==> src/rtl/core/dcwnm_pkg.sv <==
package dcwnm_pkg;

  localparam int WINDOW_DEPTH = 512;
  localparam int MAX_AVERAGE  = 16;
  localparam int ADDR_W       = $clog2(WINDOW_DEPTH);

  localparam int CFG_IDX_W  = 4;
  localparam int CFG_DATA_W = 10;

  localparam logic [CFG_IDX_W-1:0] REG_SPP = 4'd0;
  localparam logic [CFG_IDX_W-1:0] REG_LEN = 4'd1;

  localparam logic [4:0] SPP_RESET = 5'd4;
  localparam logic [9:0] LEN_RESET = 10'd500;

  localparam logic [22:0] EXT_NOISE_MAX = 23'h7FFFFF;
  localparam logic [19:0] INT_NOISE_MAX = 20'hFFFFF;

  localparam int RAD_W  = 58;
  localparam int ROOT_W = 37;
  localparam int DIV_W  = 14;

  typedef logic signed [15:0] ext_sample_t;
  typedef logic        [11:0] int_sample_t;
  typedef logic signed [19:0] ext_sum_t;
  typedef logic        [15:0] int_sum_t;
  typedef logic        [22:0] ext_noise_t;
  typedef logic        [19:0] int_noise_t;
  typedef logic        [9:0]  count_t;

  typedef struct packed {
    logic busy;
    logic done;
  } unit_status_t;

endpackage

==> src/rtl/core/dcwnm_sqdiv.sv <==
module dcwnm_sqdiv (
  input  logic                              clk,
  input  logic                              rst_n,
  input  logic                              start,
  input  logic [dcwnm_pkg::RAD_W-1:0]       radicand,
  input  logic [dcwnm_pkg::DIV_W-1:0]       divisor,
  output dcwnm_pkg::unit_status_t           status,
  output logic [dcwnm_pkg::ROOT_W-1:0]      quotient
);
  import dcwnm_pkg::*;

  localparam logic [1:0] U_IDLE = 2'd0;
  localparam logic [1:0] U_SQRT = 2'd1;
  localparam logic [1:0] U_DIV  = 2'd2;
  localparam logic [1:0] U_DONE = 2'd3;

  localparam int X_W   = 2 * ROOT_W;
  localparam int REM_W = ROOT_W + 2;
  localparam logic [5:0] LAST = 6'(ROOT_W - 1);

  logic [1:0]        st_r, st_nxt;
  logic [5:0]        cnt_r, cnt_nxt;
  logic [X_W-1:0]    x_r, x_nxt;
  logic [REM_W-1:0]  rem_r, rem_nxt;
  logic [ROOT_W-1:0] root_r, root_nxt;
  logic [DIV_W-1:0]  dvs_r, dvs_nxt;
  logic [DIV_W-1:0]  drem_r, drem_nxt;
  logic [REM_W-1:0]  rem_sh, trial;
  logic [DIV_W:0]    drem_sh;

  assign rem_sh  = {rem_r[REM_W-3:0], x_r[X_W-1 -: 2]};
  assign trial   = {root_r, 2'b01};
  assign drem_sh = {drem_r, root_r[ROOT_W-1]};

  always_comb begin
    st_nxt   = st_r;
    cnt_nxt  = cnt_r;
    x_nxt    = x_r;
    rem_nxt  = rem_r;
    root_nxt = root_r;
    dvs_nxt  = dvs_r;
    drem_nxt = drem_r;
    unique case (st_r)
      U_IDLE, U_DONE: begin
        if (start) begin
          st_nxt   = U_SQRT;
          cnt_nxt  = '0;
          x_nxt    = {radicand, {(X_W - RAD_W){1'b0}}};
          rem_nxt  = '0;
          root_nxt = '0;
          dvs_nxt  = divisor;
        end
      end
      U_SQRT: begin
        x_nxt = {x_r[X_W-3:0], 2'b00};
        if (rem_sh >= trial) begin
          rem_nxt  = rem_sh - trial;
          root_nxt = {root_r[ROOT_W-2:0], 1'b1};
        end else begin
          rem_nxt  = rem_sh;
          root_nxt = {root_r[ROOT_W-2:0], 1'b0};
        end
        if (cnt_r == LAST) begin
          st_nxt   = U_DIV;
          cnt_nxt  = '0;
          drem_nxt = '0;
        end else begin
          cnt_nxt = cnt_r + 6'd1;
        end
      end
      U_DIV: begin
        if (drem_sh >= {1'b0, dvs_r}) begin
          drem_nxt = DIV_W'(drem_sh - {1'b0, dvs_r});
          root_nxt = {root_r[ROOT_W-2:0], 1'b1};
        end else begin
          drem_nxt = drem_sh[DIV_W-1:0];
          root_nxt = {root_r[ROOT_W-2:0], 1'b0};
        end
        if (cnt_r == LAST) begin
          st_nxt = U_DONE;
        end else begin
          cnt_nxt = cnt_r + 6'd1;
        end
      end
      default: st_nxt = U_IDLE;
    endcase
  end

  always_ff @(posedge clk) begin
    if (!rst_n) begin
      st_r  <= U_IDLE;
      cnt_r <= '0;
    end else begin
      st_r  <= st_nxt;
      cnt_r <= cnt_nxt;
    end
    x_r    <= x_nxt;
    rem_r  <= rem_nxt;
    root_r <= root_nxt;
    dvs_r  <= dvs_nxt;
    drem_r <= drem_nxt;
  end

  assign status.busy = (st_r == U_SQRT) || (st_r == U_DIV);
  assign status.done = (st_r == U_DONE);
  assign quotient    = root_r;

endmodule

==> config.mk <==
export PLATFORM = sky130hd
export DESIGN_NAME = dcwnm_sqdiv
export DESIGN_NICKNAME = d
export VERILOG_FILES = /design/src/rtl/core/dcwnm_pkg.sv /design/src/rtl/core/dcwnm_sqdiv.sv
export SDC_FILE = /design/constraint.sdc
export NUM_CORES = 1
export LEC_CHECK = 0
export ABC_CLOCK_PERIOD_IN_PS = 8170
export BUFFER_PORTS_ARGS = -buffer_cell sky130_fd_sc_hd__clkbuf_2
export CAP_MARGIN = 10
export CORE_ASPECT_RATIO = 0.75
export CORE_MARGIN = 2
export CORE_UTILIZATION = 64
export DETAILED_ROUTE_END_ITERATION = 16
export PLACE_DENSITY = 0.95
export SYNTH_ARGS = -nofsm -noshare
export SYNTH_HDL_FRONTEND = slang
export SYNTH_SLANG_ARGS = --single-unit
==> constraint.sdc <==
create_clock -name clk -period 8.17 [get_ports clk]
set_input_delay 0.817 -clock clk [delete_from_list [all_inputs] [get_ports clk]]
set_output_delay 0.817 -clock clk [all_outputs]
set_load 0.1 [all_outputs]
After elaboration in Yosys (flattened, before gate mapping) --
Index checks and enable logic that the tools add are counted. W data, S select, Z words.
Word-level totals: flip-flop bits (word level) 184, latch bits 0, memory bits (writable) 0, ROM bits 0, input port bits 75, output and inout bits 39, logic and storage cells 50, memories kept 0
Operators by class: $add $sub $neg 3, multiply operators 0, divide/modulo/power cells 0, $lt $le $gt $ge 2, equal/unequal tests 8, shift operators 0, multiplexer cells 20, bitwise gates (word level) 0, reduce and logical (&&, ||, !) cells 10
Operators by type and width (number):
- $pmux W74 S2 | 1
- $mux W37 | 3
- $pmux W37 S3 | 1
- $mux W74 | 1
- $pmux W37 S2 | 1
- $ge A39 B39 Y1 | 1
- $sub A37 B37 Y37 | 1
- $mux W14 | 2
- $pmux W14 S2 | 1
- $mux W6 | 3
- $pmux W6 S3 | 1
- $ge A15 B14 Y1 | 1
- $sub A14 B14 Y14 | 1
- $ne A2 B2 Y1 const B | 4
- $reduce_and A2 Y1 | 4
- $add A6 B1 Y6 const B | 1
- $eq A6 B6 Y1 const B | 1
- $mux W2 | 3
- $pmux W2 S3 | 1
- $eq A2 B2 Y1 const B | 2
- $reduce_bool A2 Y1 | 2
- $reduce_and A3 Y1 | 1
- $eq A2 B1 Y1 const B | 1
- $logic_not A2 Y1 | 1
- 3 further kinds | 4

Longest topological paths before layout --
word-level depth 4, mapped depth 14, gate-level depth less buffers 12

Worst setup path before layout --
OpenSTA, ideal clock, no wires.
kind reg-to-reg, start point reg root_r[6] (netlist: quotient[6]), end point reg rem_r[10] (data pin), setup time 0.270 ns, data arrival time 3.460 ns, data required time 7.900 ns, setup slack 4.439 ns, cell stages (with the launch flop) 13, path buffers 1, clock period less this slack 3.731 ns, cells stage by stage edfxtp_1 inv_1 ha_1 nand2_1 nor4_2 or2_1 o211ai_1 a311o_1 a2111oi_4 o21bai_2 clkbuf_1 nand3_1 a21oi_1
Between the ends: cells in the longest elaborated chain, start to end 3, elaborated cells on any way between the ends 4, classes of those cells 1 x add/sub; 1 x order compare; 2 x mux
RTL lines:
- start, declared | line dcwnm_sqdiv.sv:25 | logic [ROOT_W-1:0] root_r, root_nxt;
- start signal, assigned | line dcwnm_sqdiv.sv:99 | root_r <= root_nxt;
- $sub A37 B37 Y37 / $ge A39 B39 Y1 (equally long branches) | line dcwnm_sqdiv.sv:57, dcwnm_sqdiv.sv:56
- $mux W37 * | line dcwnm_sqdiv.sv:56 | if (rem_sh >= trial) begin
- $pmux W37 S2 * | line dcwnm_sqdiv.sv:43 | unique case (st_r)
- end signal, assigned | line dcwnm_sqdiv.sv:98 | rem_r <= rem_nxt;
- end, declared | line dcwnm_sqdiv.sv:24 | logic [REM_W-1:0] rem_r, rem_nxt;
Every way passes the cells marked *; elsewhere a longest branch is shown, timed or not. A chain may end at the register's enable or synchronous reset.

Final worst setup path --
start point reg rem_r[13], end point reg rem_r[8] (data pin)
Between the ends: cells in the longest elaborated chain, start to end 3
RTL lines (line):
- $ge A39 B39 Y1 | dcwnm_sqdiv.sv:56
- $mux W37 | dcwnm_sqdiv.sv:56
- $pmux W37 S2 | dcwnm_sqdiv.sv:43
Every way passes these cells.

==> impl_results.md <==
* Status: finished, final reports clean
* Register clock-pin slew on the reported worst setup and hold paths at 0.07 ns
* Fin crit period at 3.89 ns
* CP Class: reg -> reg
* Layout area overhead at 13.1%
* CTS tree: built
* Yosys cell types at 65
* Cts repair resizes at 0
* Hold Violations, Final at 0
* Skew final at 0.0101 ns
* Total Neg Setup Slack at 0 ns
* Avg Cell Area, Syn at 10.9 um2
* CTS buffer count at 17
* Placed wire-length estimate at 15.5 mm
* Largest family of logic cells by synthesized area: compound AO/OA/AOI/OAI gates
* Final Net Count at 1141
* Ys async rst share at 0%
* CTS H-Tree Depth at 4
* Dpl cells at 1192
* Slew Limit Fails at 0
* Die Y at 112 um
* Share of layout cells above drive strength 1 at 21.9%
* Detail Route Antenna Nets at 0
* Syn nets at 1044
* Grt ovf at 0
* Initial drt markers at 953
* Mapped Area at 9890 um2
* Clock buffer depth at 2
* Ys Warns at 0
* Fmax at 257 MHz
* Initial antenna violation count at 0
* Vias in the first global route at 7582
* Gpl congestion at 0.936
* Clock sink count at 168
* Post-synthesis xor/xnor area fraction at 3.63%
* Row cnt at 39
* DRC at 0
* Root Buffer: clkbuf_16
* Unrepaired setup endpoints after global routing: false
* Ant. Diodes at 0
* Worst min path class: reg -> reg
* Crit path DAT at 4.07 ns
* Mapped Cells at 909
* Post-CTS setup buffer count at 0
* Vias at 7778
* Final setup violation count at 0
* WL/cell at 19.3 um
* Crit path launch type: register
* Core area at 15200 um2
* Area share of and/or/nand/nor cells after synthesis at 11.9%
* Synth Area in Adders at 7.67%
* Total track usage at 29.1%
* Sequential share of the synthesized area at 50.2%
* Ys flop type: edfxtp_1
* Fin util at 73.7%
* Final WL at 23.6 mm
* Non-Filler Instances at 1224
* Max FO, Critical Path at 29
* Seq cells post-synth at 168
* Final period utilization at 47.6%
* DIE WIDTH at 148 um
* Rel. slew slack at 26.4%
* Drt first pass iters at 5
* CP endpoint kind: register
* Die area at 16500 um2
* Worst slack, placed at 4.48 ns
* EDFF count, synth at 160
* Compound-gate portion of the synthesized area at 13.9%
* Worst-Skew Late Latency at 0.44 ns
* Vias per cell at 6.35
* Initial Utilization at 65.2%
* Hold Buf Count CTS at 0
* Worst Setup Slack, final at 4.28 ns
* First-pass GRT wire length at 37.8 mm
* # IOs at 114
* WP data required at 8.36 ns
* Largest net degree at the start of global routing at 77
* Mux share of post-synthesis cell area at 7.91%
* Max-cap violation count at 0
* Slew @ Worst Pin at 1.10 ns
* PortBufs at 113
critical path, cell delays in order (launching register included):
cell and delay [ns]:
edfxtp_1 0.40, ha_1 0.45, nand4_1 0.19, nor3_1 0.36
o211ai_1 0.18, a311o_1 0.46, a2111oi_4 0.49, o21ba_2 0.66
o21ai_0 0.24, o211a_1 0.20
sequential cells by signal (all words and copies together) (netlist names):
name and flops:
cnt_r 6, drem_r 14, dvs_r 14, quotient 37, rem_r 37, st_r 2
x_r 58
cells in the final DEF, fill, tap and decap left out, types with 33 or more instances in the layout:
master    synthesis  routed
a21oi_1          75      75
nor2_1           34      33
clkbuf_2          0     113
nand2_1          44      44
inv_1            76      76
mux2_2           57      57
ha_1             59      58
nor3_1           53      53
o21ai_0          40      40
nand3_1          35      35
edfxtp_1        160     160
synthesized netlist by cell type, types with 14 or more instances:
library cell | n | area, um2
a21oi_1 | 75 | 375
nor2_1 | 34 | 128
nor3_1 | 53 | 265
nand3_1 | 35 | 175
mux2i_1 | 14 | 140
edfxtp_1 | 160 | 4800
nand2_1 | 44 | 165
a21o_1 | 19 | 143
clkbuf_1 | 26 | 97.6
nor2b_1 | 22 | 138
o21ai_0 | 40 | 200
mux2_2 | 57 | 642
xnor2_1 | 28 | 245
inv_1 | 76 | 285
ha_1 | 59 | 738
logic make-up after synthesis:
group	after synthesis
AOI/OAI and AO/OA	217
buffers and inverters	119
xor gates and xnor gates	41
muxes	71
adders and majority gates	60
and+or+nand+nor	233
DFF	168
per-stage QoR:
stage | instance area, um2 | hold slack [ns]
after floorplan | 9890 | 0.501
after global placement | 10600 | 0.523
after detailed placement | 10600 | 0.532
after CTS | 11200 | 0.547
after global routing | 11200 | 0.542
final | 11200 | 0.548
per-layer routing:
layer	up-vias	part of all wire (%)	track usage [%]
li1	3562	-	-
met1	3645	40	38.5
met2	500	46	45.3
met3	71	11	8.61
met4	0	2.9	11.9
met5	-	0	0
worst paths after layout:
| path | slack, ns | endpoint | cells after the start | startpoint |
|---|---|---|---|---|
| min reg2reg | 0.55 | x_r[64] | 1 | x_r[62] |
| max reg2reg | 4.28 | rem_r[8] | 9 | rem_r[13] |
| min | 0.55 | x_r[64] | 1 | x_r[62] |
| max | 4.28 | rem_r[8] | 9 | rem_r[13] |
final cells by class:
| type | count | area (um2) |
|---|---|---|
| clock inverters | 15 | 166 |
| multi-input cells | 622 | 4460 |
| flip-flops and latches | 168 | 4960 |
| repair buffers | 120 | 618 |
| well taps | 205 | 256 |
| inverters | 77 | 289 |
| fillers | 987 | 3990 |
| clock buffers | 17 | 425 |
Power is not shown: default switching activity piles up to over one toggle a cycle in this logic, so the estimate is an artifact.
